<file path="config.mk">
export PLATFORM = sky130hd
export DESIGN_NAME = fit_box_nearest_downscaler
export DESIGN_NICKNAME = d
export VERILOG_FILES = /design/src/design/fbnd_pkg.sv /design/src/design/fbnd_div.sv /design/src/design/fbnd_outq.sv /design/src/design/fbnd_datapath.sv /design/src/design/fbnd_ctrl.sv /design/src/design/fit_box_nearest_downscaler.sv
export SDC_FILE = /design/constraint.sdc
export NUM_CORES = 1
export LEC_CHECK = 0
export BUFFER_PORTS_ARGS = -buffer_cell sky130_fd_sc_hd__buf_2
export CAP_MARGIN = 20
export CORE_UTILIZATION = 40
export DETAILED_ROUTE_END_ITERATION = 10
export HOLD_SLACK_MARGIN = 0.15
export PLACE_DENSITY = 0.56
export SLEW_MARGIN = 10
export SYNTH_ARGS = -nofsm -noshare
export SYNTH_HDL_FRONTEND = slang
export SYNTH_SLANG_ARGS = --single-unit
</file>
<file path="constraint.sdc">
create_clock -name clk -period 18.14 [get_ports clk]
set_input_delay 2.721 -clock clk [delete_from_list [all_inputs] [get_ports clk]]
set_output_delay 2.721 -clock clk [all_outputs]
set_load 0.02 [all_outputs]
</file>
<file path="src/design/fbnd_pkg.sv">
// fbnd_pkg: shared types and constants of the fit-box nearest downscaler
// used by every module of the block except fbnd_div, depends on nothing
`timescale 1ns / 1ps
`default_nettype none

package fbnd_pkg;

    localparam int CHAN_W    = 8;
    localparam int COORD_W   = 10;
    localparam int FIT_W     = 11;
    localparam int SRC_REG_W = 15;
    localparam int APB_DW    = 32;
    localparam int APB_AW    = 3;

    // register index, taken from paddr[2]
    localparam logic REG_SOURCE_WIDTH  = 1'b0;
    localparam logic REG_SOURCE_HEIGHT = 1'b1;

    typedef struct packed {
        logic              frame_start;
        logic [CHAN_W-1:0] red_in;
        logic [CHAN_W-1:0] green_in;
        logic [CHAN_W-1:0] blue_in;
        logic [CHAN_W-1:0] alpha_in;
    } pix_in_t;

    typedef struct packed {
        logic [CHAN_W-1:0]  red_out;
        logic [CHAN_W-1:0]  green_out;
        logic [CHAN_W-1:0]  blue_out;
        logic [CHAN_W-1:0]  alpha_out;
        logic [COORD_W-1:0] out_column;
        logic [COORD_W-1:0] out_row;
        logic [FIT_W-1:0]   scaled_width;
        logic [FIT_W-1:0]   scaled_height;
        logic               last_pixel;
        logic               size_error;
    } pix_out_t;

    typedef enum logic [1:0] {
        DIV_FIT,
        DIV_COL,
        DIV_ROW
    } div_sel_t;

    typedef struct packed {
        logic     frame_begin;
        logic     push_error;
        logic     proc_in;
        logic     proc_hold;
        logic     fit_direct;
        logic     div_start;
        div_sel_t div_sel;
        logic     fit_from_div;
        logic     col_from_div;
        logic     row_from_div;
    } ctl_cmd_t;

    typedef struct packed {
        logic size_zero;
        logic oversize;
        logic div_busy;
    } ctl_status_t;

endpackage

`default_nettype wire

</file>
<file path="src/design/fbnd_div.sv">
// fbnd_div: restoring divider, one quotient bit per cycle
// no dependencies
`timescale 1ns / 1ps
`default_nettype none

module fbnd_div #(
    parameter int DIVIDEND_W = 26,
    parameter int DIVISOR_W  = 15
) (
    input  wire logic                  clk,
    input  wire logic                  rst_n,
    input  wire logic                  start,
    input  wire logic [DIVIDEND_W-1:0] dividend,
    input  wire logic [DIVISOR_W-1:0]  divisor,
    output logic                       busy,
    output logic [DIVIDEND_W-1:0]      quotient,
    output logic [DIVISOR_W-1:0]       remainder
);

    localparam int CntW = $clog2(DIVIDEND_W + 1);

    logic [DIVIDEND_W-1:0] quo_reg, quo_next;
    logic [DIVISOR_W-1:0]  rem_reg, rem_next;
    logic [DIVISOR_W-1:0]  dsr_reg;
    logic [CntW-1:0]       cnt_reg;
    logic                  busy_reg;

    logic [DIVISOR_W:0] trial;
    logic [DIVISOR_W:0] diff;
    logic               fits;

    always_comb
    begin
        trial    = {rem_reg, quo_reg[DIVIDEND_W-1]};
        diff     = trial - {1'b0, dsr_reg};
        fits     = trial >= {1'b0, dsr_reg};
        rem_next = fits ? diff[DIVISOR_W-1:0] : trial[DIVISOR_W-1:0];
        quo_next = {quo_reg[DIVIDEND_W-2:0], fits};
    end

    always_ff @(posedge clk or negedge rst_n)
    begin
        if (!rst_n)
        begin
            busy_reg <= 1'b0;
            cnt_reg  <= '0;
        end
        else if (start)
        begin
            busy_reg <= 1'b1;
            cnt_reg  <= CntW'(DIVIDEND_W);
        end
        else if (busy_reg)
        begin
            cnt_reg <= cnt_reg - 1'b1;
            if (cnt_reg == CntW'(1))
            begin
                busy_reg <= 1'b0;
            end
        end
    end

    always_ff @(posedge clk)
    begin
        if (start)
        begin
            quo_reg <= dividend;
            rem_reg <= '0;
            dsr_reg <= divisor;
        end
        else if (busy_reg)
        begin
            quo_reg <= quo_next;
            rem_reg <= rem_next;
        end
    end

    assign busy      = busy_reg;
    assign quotient  = quo_reg;
    assign remainder = rem_reg;

endmodule

`default_nettype wire

</file>
<file path="src/design/fbnd_outq.sv">
// fbnd_outq: two-entry result queue between the datapath and the result channel
// depends on fbnd_pkg
`timescale 1ns / 1ps
`default_nettype none

module fbnd_outq (
    input  wire logic               clk,
    input  wire logic               rst_n,
    input  wire logic               push,
    input  wire fbnd_pkg::pix_out_t push_data,
    output logic                    room,
    output logic                    result_valid,
    input  wire logic               result_stall,
    output fbnd_pkg::pix_out_t      result
);

    fbnd_pkg::pix_out_t entry_reg [2];
    logic       wr_ptr_reg;
    logic       rd_ptr_reg;
    logic [1:0] count_reg;
    logic       pop;

    assign pop          = (count_reg != 2'd0) && !result_stall;
    assign room         = count_reg != 2'd2;
    assign result_valid = count_reg != 2'd0;
    assign result       = entry_reg[rd_ptr_reg];

    always_ff @(posedge clk or negedge rst_n)
    begin
        if (!rst_n)
        begin
            wr_ptr_reg <= 1'b0;
            rd_ptr_reg <= 1'b0;
            count_reg  <= 2'd0;
        end
        else
        begin
            if (push)
            begin
                wr_ptr_reg <= ~wr_ptr_reg;
            end
            if (pop)
            begin
                rd_ptr_reg <= ~rd_ptr_reg;
            end
            if (push && !pop)
            begin
                count_reg <= count_reg + 2'd1;
            end
            else if (pop && !push)
            begin
                count_reg <= count_reg - 2'd1;
            end
        end
    end

    always_ff @(posedge clk)
    begin
        if (push)
        begin
            entry_reg[wr_ptr_reg] <= push_data;
        end
    end

endmodule

`default_nettype wire

</file>
<file path="src/design/fbnd_datapath.sv">
// fbnd_datapath: frame geometry, step accumulators, raster counters and result build
// depends on fbnd_pkg and fbnd_div
`timescale 1ns / 1ps
`default_nettype none

module fbnd_datapath #(
    parameter int BOX_EDGE        = 1024,
    parameter int MAX_SOURCE_EDGE = 16384
) (
    input  wire logic                               clk,
    input  wire logic                               rst_n,
    input  wire fbnd_pkg::ctl_cmd_t                 cmd,
    output fbnd_pkg::ctl_status_t                   status,
    input  wire logic [fbnd_pkg::SRC_REG_W-1:0]     cfg_width,
    input  wire logic [fbnd_pkg::SRC_REG_W-1:0]     cfg_height,
    input  wire fbnd_pkg::pix_in_t                  pixel_in,
    output logic                                    push,
    output fbnd_pkg::pix_out_t                      push_data
);

    localparam int SW    = $clog2(MAX_SOURCE_EDGE + 1);
    localparam int BW    = $clog2(BOX_EDGE + 1);
    localparam int DW    = SW + BW;
    localparam int CoorW = fbnd_pkg::COORD_W;
    localparam int FitW  = fbnd_pkg::FIT_W;

    logic [SW-1:0] frame_w_reg, frame_w_next, frame_h_reg, frame_h_next;
    logic [BW-1:0] fit_w_reg, fit_w_next, fit_h_reg, fit_h_next;
    logic [SW-1:0] col_step_reg, col_step_next, row_step_reg, row_step_next;
    logic [BW-1:0] col_srem_reg, col_srem_next, row_srem_reg, row_srem_next;
    logic [SW-1:0] src_col_reg, src_col_next, src_row_reg, src_row_next;
    logic [BW-1:0] dst_col_reg, dst_col_next, dst_row_reg, dst_row_next;
    logic [SW-1:0] tgt_col_reg, tgt_col_next, tgt_row_reg, tgt_row_next;
    logic [BW-1:0] col_rem_reg, col_rem_next, row_rem_reg, row_rem_next;
    fbnd_pkg::pix_in_t hold_reg;

    logic [SW-1:0] clamp_w, clamp_h;
    logic          w_ge_h;
    logic [SW-1:0] short_edge, long_edge;

    logic [DW-1:0] div_dividend;
    logic [SW-1:0] div_divisor;
    logic          div_busy;
    logic [DW-1:0] div_q;
    logic [SW-1:0] div_r;
    logic [BW-1:0] fit_q;

    fbnd_pkg::pix_in_t pix;
    logic          proc, active, row_hit, hit, eol;
    logic [BW:0]   col_sum, row_sum;
    logic          col_wrap, row_wrap;

    // source edges saturate at the largest supported size
    always_comb
    begin
        clamp_w = (32'(cfg_width) > MAX_SOURCE_EDGE) ? SW'(MAX_SOURCE_EDGE) : SW'(cfg_width);
        clamp_h = (32'(cfg_height) > MAX_SOURCE_EDGE) ? SW'(MAX_SOURCE_EDGE) : SW'(cfg_height);
    end

    assign w_ge_h     = frame_w_reg >= frame_h_reg;
    assign short_edge = w_ge_h ? frame_h_reg : frame_w_reg;
    assign long_edge  = w_ge_h ? frame_w_reg : frame_h_reg;

    assign status.size_zero = (cfg_width == '0) || (cfg_height == '0);
    assign status.oversize  = (32'(frame_w_reg) > BOX_EDGE) || (32'(frame_h_reg) > BOX_EDGE);
    assign status.div_busy  = div_busy;

    always_comb
    begin
        case (cmd.div_sel)
            fbnd_pkg::DIV_FIT:
            begin
                div_dividend = DW'(short_edge) * DW'(BOX_EDGE);
                div_divisor  = long_edge;
            end
            fbnd_pkg::DIV_COL:
            begin
                div_dividend = DW'(frame_w_reg);
                div_divisor  = SW'(fit_w_reg);
            end
            fbnd_pkg::DIV_ROW:
            begin
                div_dividend = DW'(frame_h_reg);
                div_divisor  = SW'(fit_h_reg);
            end
            default:
            begin
                div_dividend = '0;
                div_divisor  = '0;
            end
        endcase
    end

    fbnd_div #(
        .DIVIDEND_W (DW),
        .DIVISOR_W  (SW)
    ) u_div (
        .clk       (clk),
        .rst_n     (rst_n),
        .start     (cmd.div_start),
        .dividend  (div_dividend),
        .divisor   (div_divisor),
        .busy      (div_busy),
        .quotient  (div_q),
        .remainder (div_r)
    );

    // fitted short edge never drops below one pixel
    assign fit_q = (div_q == '0) ? BW'(1) : BW'(div_q);

    assign pix  = cmd.proc_hold ? hold_reg : pixel_in;
    assign proc = cmd.proc_in || cmd.proc_hold;

    always_comb
    begin
        active   = (fit_w_reg != '0) && (fit_h_reg != '0) && (src_row_reg < frame_h_reg);
        row_hit  = (src_row_reg == tgt_row_reg) && (dst_row_reg < fit_h_reg);
        hit      = row_hit && (src_col_reg == tgt_col_reg) && (dst_col_reg < fit_w_reg);
        eol      = ({1'b0, src_col_reg} + 1'b1) >= {1'b0, frame_w_reg};
        col_sum  = {1'b0, col_rem_reg} + {1'b0, col_srem_reg};
        row_sum  = {1'b0, row_rem_reg} + {1'b0, row_srem_reg};
        col_wrap = col_sum >= {1'b0, fit_w_reg};
        row_wrap = row_sum >= {1'b0, fit_h_reg};
    end

    always_comb
    begin
        frame_w_next  = frame_w_reg;
        frame_h_next  = frame_h_reg;
        fit_w_next    = fit_w_reg;
        fit_h_next    = fit_h_reg;
        col_step_next = col_step_reg;
        row_step_next = row_step_reg;
        col_srem_next = col_srem_reg;
        row_srem_next = row_srem_reg;
        src_col_next  = src_col_reg;
        src_row_next  = src_row_reg;
        dst_col_next  = dst_col_reg;
        dst_row_next  = dst_row_reg;
        tgt_col_next  = tgt_col_reg;
        tgt_row_next  = tgt_row_reg;
        col_rem_next  = col_rem_reg;
        row_rem_next  = row_rem_reg;

        if (cmd.frame_begin)
        begin
            frame_w_next  = clamp_w;
            frame_h_next  = clamp_h;
            fit_w_next    = '0;
            fit_h_next    = '0;
            col_step_next = '0;
            row_step_next = '0;
            col_srem_next = '0;
            row_srem_next = '0;
            src_col_next  = '0;
            src_row_next  = '0;
            dst_col_next  = '0;
            dst_row_next  = '0;
            tgt_col_next  = '0;
            tgt_row_next  = '0;
            col_rem_next  = '0;
            row_rem_next  = '0;
        end
        else if (cmd.fit_direct)
        begin
            fit_w_next = BW'(frame_w_reg);
            fit_h_next = BW'(frame_h_reg);
        end
        else if (cmd.fit_from_div)
        begin
            if (w_ge_h)
            begin
                fit_w_next = BW'(BOX_EDGE);
                fit_h_next = fit_q;
            end
            else
            begin
                fit_w_next = fit_q;
                fit_h_next = BW'(BOX_EDGE);
            end
        end
        else if (cmd.col_from_div)
        begin
            col_step_next = SW'(div_q);
            col_srem_next = BW'(div_r);
        end
        else if (cmd.row_from_div)
        begin
            row_step_next = SW'(div_q);
            row_srem_next = BW'(div_r);
        end
        else if (proc && active)
        begin
            if (hit)
            begin
                dst_col_next = dst_col_reg + 1'b1;
                col_rem_next = col_wrap ? BW'(col_sum - {1'b0, fit_w_reg}) : BW'(col_sum);
                tgt_col_next = tgt_col_reg + col_step_reg + SW'(col_wrap);
            end
            if (eol)
            begin
                if (row_hit)
                begin
                    dst_row_next = dst_row_reg + 1'b1;
                    row_rem_next = row_wrap ? BW'(row_sum - {1'b0, fit_h_reg}) : BW'(row_sum);
                    tgt_row_next = tgt_row_reg + row_step_reg + SW'(row_wrap);
                end
                src_col_next = '0;
                src_row_next = src_row_reg + 1'b1;
                dst_col_next = '0;
                tgt_col_next = '0;
                col_rem_next = '0;
            end
            else
            begin
                src_col_next = src_col_reg + 1'b1;
            end
        end
    end

    always_ff @(posedge clk or negedge rst_n)
    begin
        if (!rst_n)
        begin
            frame_w_reg  <= '0;
            frame_h_reg  <= '0;
            fit_w_reg    <= '0;
            fit_h_reg    <= '0;
            col_step_reg <= '0;
            row_step_reg <= '0;
            col_srem_reg <= '0;
            row_srem_reg <= '0;
            src_col_reg  <= '0;
            src_row_reg  <= '0;
            dst_col_reg  <= '0;
            dst_row_reg  <= '0;
            tgt_col_reg  <= '0;
            tgt_row_reg  <= '0;
            col_rem_reg  <= '0;
            row_rem_reg  <= '0;
        end
        else
        begin
            frame_w_reg  <= frame_w_next;
            frame_h_reg  <= frame_h_next;
            fit_w_reg    <= fit_w_next;
            fit_h_reg    <= fit_h_next;
            col_step_reg <= col_step_next;
            row_step_reg <= row_step_next;
            col_srem_reg <= col_srem_next;
            row_srem_reg <= row_srem_next;
            src_col_reg  <= src_col_next;
            src_row_reg  <= src_row_next;
            dst_col_reg  <= dst_col_next;
            dst_row_reg  <= dst_row_next;
            tgt_col_reg  <= tgt_col_next;
            tgt_row_reg  <= tgt_row_next;
            col_rem_reg  <= col_rem_next;
            row_rem_reg  <= row_rem_next;
        end
    end

    always_ff @(posedge clk)
    begin
        if (cmd.frame_begin)
        begin
            hold_reg <= pixel_in;
        end
    end

    assign push = cmd.push_error || (proc && active && hit);

    always_comb
    begin
        if (cmd.push_error)
        begin
            push_data            = '0;
            push_data.size_error = 1'b1;
        end
        else
        begin
            push_data.red_out       = pix.red_in;
            push_data.green_out     = pix.green_in;
            push_data.blue_out      = pix.blue_in;
            push_data.alpha_out     = pix.alpha_in;
            push_data.out_column    = CoorW'(dst_col_reg);
            push_data.out_row       = CoorW'(dst_row_reg);
            push_data.scaled_width  = FitW'(fit_w_reg);
            push_data.scaled_height = FitW'(fit_h_reg);
            push_data.last_pixel    = (({1'b0, dst_col_reg} + 1'b1) == {1'b0, fit_w_reg})
                                   && (({1'b0, dst_row_reg} + 1'b1) == {1'b0, fit_h_reg});
            push_data.size_error    = 1'b0;
        end
    end

endmodule

`default_nettype wire

</file>
<file path="src/design/fbnd_ctrl.sv">
// fbnd_ctrl: sequencer for pixel requests and the per-frame divisions
// depends on fbnd_pkg
`timescale 1ns / 1ps
`default_nettype none

module fbnd_ctrl (
    input  wire logic                  clk,
    input  wire logic                  rst_n,
    input  wire logic                  pixel_valid,
    input  wire logic                  frame_start,
    input  wire logic                  room,
    input  wire fbnd_pkg::ctl_status_t status,
    output fbnd_pkg::ctl_cmd_t         cmd,
    output logic                       pixel_stall
);

    typedef enum logic [2:0] {
        S_IDLE,
        S_FIT,
        S_FIT_WAIT,
        S_COL,
        S_COL_WAIT,
        S_ROW,
        S_ROW_WAIT,
        S_PIXEL
    } state_t;

    state_t state_reg, state_next;
    logic   accept;

    assign pixel_stall = !((state_reg == S_IDLE) && room);
    assign accept      = pixel_valid && !pixel_stall;

    always_comb
    begin
        state_next = state_reg;
        cmd        = '0;
        cmd.div_sel = fbnd_pkg::DIV_FIT;
        unique case (state_reg)
            S_IDLE:
            begin
                if (accept)
                begin
                    if (frame_start)
                    begin
                        cmd.frame_begin = 1'b1;
                        if (status.size_zero)
                        begin
                            cmd.push_error = 1'b1;
                        end
                        else
                        begin
                            state_next = S_FIT;
                        end
                    end
                    else
                    begin
                        cmd.proc_in = 1'b1;
                    end
                end
            end
            S_FIT:
            begin
                if (status.oversize)
                begin
                    cmd.div_start = 1'b1;
                    state_next    = S_FIT_WAIT;
                end
                else
                begin
                    cmd.fit_direct = 1'b1;
                    state_next     = S_COL;
                end
            end
            S_FIT_WAIT:
            begin
                if (!status.div_busy)
                begin
                    cmd.fit_from_div = 1'b1;
                    state_next       = S_COL;
                end
            end
            S_COL:
            begin
                cmd.div_sel   = fbnd_pkg::DIV_COL;
                cmd.div_start = 1'b1;
                state_next    = S_COL_WAIT;
            end
            S_COL_WAIT:
            begin
                cmd.div_sel = fbnd_pkg::DIV_COL;
                if (!status.div_busy)
                begin
                    cmd.col_from_div = 1'b1;
                    state_next       = S_ROW;
                end
            end
            S_ROW:
            begin
                cmd.div_sel   = fbnd_pkg::DIV_ROW;
                cmd.div_start = 1'b1;
                state_next    = S_ROW_WAIT;
            end
            S_ROW_WAIT:
            begin
                cmd.div_sel = fbnd_pkg::DIV_ROW;
                if (!status.div_busy)
                begin
                    cmd.row_from_div = 1'b1;
                    state_next       = S_PIXEL;
                end
            end
            S_PIXEL:
            begin
                if (room)
                begin
                    cmd.proc_hold = 1'b1;
                    state_next    = S_IDLE;
                end
            end
        endcase
    end

    always_ff @(posedge clk or negedge rst_n)
    begin
        if (!rst_n)
        begin
            state_reg <= S_IDLE;
        end
        else
        begin
            state_reg <= state_next;
        end
    end

endmodule

`default_nettype wire

</file>
<file path="src/design/fit_box_nearest_downscaler.sv">
// fit_box_nearest_downscaler: nearest-neighbour rgba downscaler into a square box
// an ordinary pixel request is decided at its accept edge, a kept result is queued there
// throughput: one pixel request per cycle while idle and the two-entry result queue has room
// frame start: the fit division (only if an edge exceeds the box) and the step divisions
//   run on the one-bit-per-cycle divider, dividend width clog2(MAX+1)+clog2(BOX+1)
// reset: asynchronous, clears sizes, counters and queue; no frame is active after reset
`timescale 1ns / 1ps
`default_nettype none

module fit_box_nearest_downscaler #(
    parameter int BOX_EDGE        = 1024,
    parameter int MAX_SOURCE_EDGE = 16384
) (
    input  wire logic                          clk,
    input  wire logic                          rst_n,
    // pixel request channel
    input  wire logic                          pixel_valid,
    output logic                               pixel_stall,
    input  wire fbnd_pkg::pix_in_t             pixel,
    // kept pixel channel
    output logic                               result_valid,
    input  wire logic                          result_stall,
    output fbnd_pkg::pix_out_t                 result,
    // configuration port
    input  wire logic                          psel,
    input  wire logic                          penable,
    input  wire logic                          pwrite,
    input  wire logic [fbnd_pkg::APB_AW-1:0]   paddr,
    input  wire logic [fbnd_pkg::APB_DW-1:0]   pwdata,
    output logic [fbnd_pkg::APB_DW-1:0]        prdata,
    output logic                               pready
);

    localparam int RegW = fbnd_pkg::SRC_REG_W;
    localparam int DatW = fbnd_pkg::APB_DW;

    logic [RegW-1:0] src_width_reg;
    logic [RegW-1:0] src_height_reg;
    logic            cfg_write;

    fbnd_pkg::ctl_cmd_t    cmd;
    fbnd_pkg::ctl_status_t status;
    logic                  push;
    fbnd_pkg::pix_out_t    push_data;
    logic                  room;

    // register file, index taken from paddr[2], writes land on the access phase
    assign pready    = 1'b1;
    assign cfg_write = psel && penable && pwrite && pready;

    always_ff @(posedge clk or negedge rst_n)
    begin
        if (!rst_n)
        begin
            src_width_reg  <= '0;
            src_height_reg <= '0;
        end
        else if (cfg_write)
        begin
            unique case (paddr[2])
                fbnd_pkg::REG_SOURCE_WIDTH:  src_width_reg  <= pwdata[RegW-1:0];
                fbnd_pkg::REG_SOURCE_HEIGHT: src_height_reg <= pwdata[RegW-1:0];
            endcase
        end
    end

    always_comb
    begin
        unique case (paddr[2])
            fbnd_pkg::REG_SOURCE_WIDTH:  prdata = DatW'(src_width_reg);
            fbnd_pkg::REG_SOURCE_HEIGHT: prdata = DatW'(src_height_reg);
        endcase
    end

    // sequencer: takes requests when idle, walks through the frame set-up divisions
    fbnd_ctrl u_ctrl (
        .clk         (clk),
        .rst_n       (rst_n),
        .pixel_valid (pixel_valid),
        .frame_start (pixel.frame_start),
        .room        (room),
        .status      (status),
        .cmd         (cmd),
        .pixel_stall (pixel_stall)
    );

    // geometry, accumulators and raster counters
    fbnd_datapath #(
        .BOX_EDGE        (BOX_EDGE),
        .MAX_SOURCE_EDGE (MAX_SOURCE_EDGE)
    ) u_datapath (
        .clk        (clk),
        .rst_n      (rst_n),
        .cmd        (cmd),
        .status     (status),
        .cfg_width  (src_width_reg),
        .cfg_height (src_height_reg),
        .pixel_in   (pixel),
        .push       (push),
        .push_data  (push_data)
    );

    // result queue parts the request side from the result side
    fbnd_outq u_outq (
        .clk          (clk),
        .rst_n        (rst_n),
        .push         (push),
        .push_data    (push_data),
        .room         (room),
        .result_valid (result_valid),
        .result_stall (result_stall),
        .result       (result)
    );

endmodule

`default_nettype wire
</file>
==> flow_summary.json <==
{
  "die_area_mm2": 0.0693,
  "number_of_antenna_violations_at_the_first_check_in_global_routing": 3,
  "grt_pass1_wl_um": 118000,
  "maxcap_viol_count": 0,
  "grt.overflow.total": 0,
  "floorplan.die.width_um": 263,
  "post_synth_num_cell_types": 71,
  "pins_over_slew_limit": 0,
  "setup_viol_count_final": 0,
  "synth_top_cells_by_count": "sky130_fd_sc_hd__nand2_1 (344), sky130_fd_sc_hd__dfrtp_1 (251), sky130_fd_sc_hd__edfxtp_1 (225), sky130_fd_sc_hd__o21ai_0 (204), sky130_fd_sc_hd__ha_1 (158)",
  "synth.ff_latch_count": 491,
  "grt_max_degree": 121,
  "insertion_delay_ns": 0.63,
  "total_inserted_antenna_cells": 0,
  "worst-r2r-cell-count": 24,
  "critical_path.startpoint_type": "flip-flop",
  "post-synth-top-count-cell": "sky130_fd_sc_hd__nand2_1",
  "timing.max_slew.rel_slack": 0.252,
  "cts_hold_buf": 0,
  "placedCellCount": 3570,
  "final_cell_count_no_fill": 3679,
  "max_slew.worst_pin.slew_ns": 1.12,
  "numCtsBuffers": 56,
  "outcome": "finished clean",
  "hp-start": "u_datapath.col_rem_reg[10]",
  "min_period_ns": 6.68,
  "groute.usage.overall": 0.216,
  "worst_r2r_startpoint": "u_datapath.row_rem_reg[0]",
  "clk_pin_slew_worst_paths_ns": 0.06,
  "synthArstFlopShare": 0.511,
  "final_ant_viol_nets": 0,
  "io_buffers": 148,
  "worst_ep_required_time_ns": 18.64,
  "power.ir.vdd_worst_v": 0.0000831,
  "synth_enable_flop_cells": 225,
  "die_height_um": 263,
  "routed_wl_um": 75800,
  "start_util": 0.405,
  "viasPerCell": 5.58,
  "cell_leakage_power_nw": 13.1,
  "timing.hold.worst_path_depth": 2,
  "synth-main-ff-cell": "sky130_fd_sc_hd__dfrtp_1",
  "critical_path.max_fanout": 4,
  "cts-root-buf": "sky130_fd_sc_hd__clkbuf_16",
  "synthTopCellsByArea": "sky130_fd_sc_hd__edfxtp_1 (25%), sky130_fd_sc_hd__dfrtp_1 (23%), sky130_fd_sc_hd__ha_1 (7.2%)",
  "clkSinkCount": 491,
  "r2r-end": "u_datapath.tgt_row_reg[14]",
  "wl_per_cell_um": 20.6,
  "postCtsSetupBuffers": 0,
  "post_cts_resize_count": 0,
  "worst_ep_arrival_ns": 7.19,
  "h_tree_levels": 2,
  "area_growth_pct": 13.2,
  "synth_warnings": 0,
  "drt_first_iter_violations": 1479,
  "design.portCount": 186,
  "setup.worst_path.end_class": "flip-flop",
  "timing.final.crit_share": 0.368,
  "max_clock_freq_ghz": 0.150,
  "final_layout_size_suffix_gt1_frac": 0.151,
  "path_class": "flip-flop to flip-flop",
  "yosysTopAreaCell": "sky130_fd_sc_hd__edfxtp_1",
  "placeableCoreArea_mm2": 0.0674,
  "detailed_place_hpwl_um": 52900,
  "finalHoldViolations": 0,
  "final.setup.tns_ns": 0,
  "power_density_mw_per_mm2": 79.8,
  "synthesis.area_mm2": 0.0273,
  "r2r_slack_ns": 11.46,
  "critical_path.cell_chain": "ha_1, fa_1, a21oi_1, o21ai_0, a211oi_1, o21ai_0, xor2_1, ha_1, nand4_1, nor3_1, a2111oi_0, o21ai_0, a21oi_1, fa_1, inv_1, fa_1, a21o_1, nand4_1, a21oi_1, o31ai_1, mux2i_1, a2111oi_0, nor3_1, a211o_1",
  "fin_util": 0.459,
  "timing.critical_path.buf_inv": 1,
  "crit_start": "u_datapath.row_rem_reg[0]",
  "slowest_delay_ns": 0.58,
  "cts_tree": "done",
  "synth.top_cell.area_share": 0.247,
  "placementRows": 95,
  "crit_path_top_delay_cell": "sky130_fd_sc_hd__a2111oi_0",
  "synthCells": 2653,
  "grt_pass1_vias": 20391,
  "mean_area_per_synthesized_cell_um2": 10.3,
  "cts.path.max_buffers": 3,
  "worst_hold_path_type": "flip-flop to flip-flop",
  "number_of_flip_flops_in_the_largest_register": 152,
  "timing.critical_path.max_delay_family": "compound AO/OA/AOI/OAI gates",
  "filler_cell_count": 6292,
  "hold_path_end": "u_datapath.col_rem_reg[10]",
  "skew_ns": 0.0235,
  "unrepaired_setup_endpoints_after_global_routing": "false",
  "route.vias.total": 20546,
  "ys_seq_area_frac": 0.489,
  "firstDrtPassIters": 6,
  "gpl.final_weighted_congestion": 0.912,
  "remaining_drc_errors": 0,
  "finalNetCount": 3000
}
cell type report:
type	instances	area (um2)	share of cell area
Clock buffer	77	1630	0.0529
Sequential cell	491	13300	0.432
Tap cell	873	1090	0.0353
Clock inverter	29	349	0.0113
Multi-Input combinational cell	1919	13000	0.421
Inverter	110	415	0.0134
Timing Repair Buffer	180	1050	0.0341
metal layers:
metal / global-route usage / routed length [um]
met2: 0.359 / 36100
met4: 0.0686 / 2050
met1: 0.290 / 33900
met3: 0.0301 / 3690
met5: 0 / 13
cell families after synthesis:
kind of cell	share of synthesized area
compound gates	0.134
xor+xnor	0.0523
fa+ha+maj	0.0790
buf+inv	0.0388
flops	0.489
mux	0.0730
other cells	0.000275
simple gates	0.134
stage by stage:
step                worst slack, ns  power (mW)  hold WS [ns]  area, um2
finish                        11.46        2.47         0.489      30900
global route                  10.97        2.55         0.515      30900
CTS                           11.42        2.50         0.489      30800
detailed placement            11.27        1.29         0.476      28900
global placement              11.29        1.29         0.464      28800
floorplan                     10.54        1.26         0.445      27400
worst reg2reg max path, cell delays in order (launching register included):
cell	delay (ns)
sky130_fd_sc_hd__dfrtp_1	0.39
sky130_fd_sc_hd__ha_1	0.24
sky130_fd_sc_hd__fa_1	0.40
sky130_fd_sc_hd__a21oi_1	0.21
sky130_fd_sc_hd__o21ai_0	0.15
sky130_fd_sc_hd__a211oi_1	0.37
sky130_fd_sc_hd__o21ai_0	0.18
sky130_fd_sc_hd__xor2_1	0.18
sky130_fd_sc_hd__ha_1	0.37
sky130_fd_sc_hd__nand4_1	0.12
sky130_fd_sc_hd__nor3_1	0.08
sky130_fd_sc_hd__a2111oi_0	0.29
sky130_fd_sc_hd__o21ai_0	0.22
sky130_fd_sc_hd__a21oi_1	0.57
sky130_fd_sc_hd__fa_1	0.31
sky130_fd_sc_hd__inv_1	0.07
sky130_fd_sc_hd__fa_1	0.41
sky130_fd_sc_hd__a21o_1	0.22
sky130_fd_sc_hd__nand4_1	0.12
sky130_fd_sc_hd__a21oi_1	0.10
sky130_fd_sc_hd__o31ai_1	0.47
sky130_fd_sc_hd__mux2i_1	0.14
sky130_fd_sc_hd__a2111oi_0	0.58
sky130_fd_sc_hd__nor3_1	0.09
sky130_fd_sc_hd__a211o_1	0.26
how the worst max path moves through the flow:
| stage | endpoint | cells after the start |
|---|---|---|
| 6_report | u_datapath.tgt_row_reg[14] | 24 |
| 5_1_grt | u_datapath.tgt_row_reg[14] | 24 |
| 4_1_cts | u_datapath.tgt_row_reg[14] | 24 |
| 3_5_place_dp | u_datapath.tgt_row_reg[14] | 10 |
| 3_3_place_gp | u_datapath.tgt_row_reg[14] | 10 |
| 2_1_floorplan | u_outq.entry_reg[0][0] | 7 |
power breakdown:
| part | switching [mW] | total, mW | internal [mW] | leakage (nW) |
|---|---|---|---|---|
| Clock | 0.480 | 1.20 | 0.719 | 0.982 |
| Sequential | 0.0193 | 1.19 | 1.17 | 5.15 |
| Combinational | 0.0424 | 0.0746 | 0.0322 | 6.93 |
| Total | 0.542 | 2.47 | 1.93 | 13.1 |
layout by cell type, fill, tap and decap left out, drive strengths merged, types with 18 or more instances in the layout:
cell / count
nand2: 344
dfrtp: 251
o21ai: 226
edfxtp: 225
buf: 180
ha: 158
a21oi: 142
nor2: 139
mux2: 122
inv: 113
xnor2: 112
clkbuf: 77
nand3: 75
mux2i: 62
xor2: 51
nor3: 43
nor4: 40
nor2b: 38
a21o: 31
nand4: 29
a22o: 22
a22oi: 20
clkinv: 19
a31oi: 18
conb: 18
Note: power is estimated with default switching activity, not from simulation.
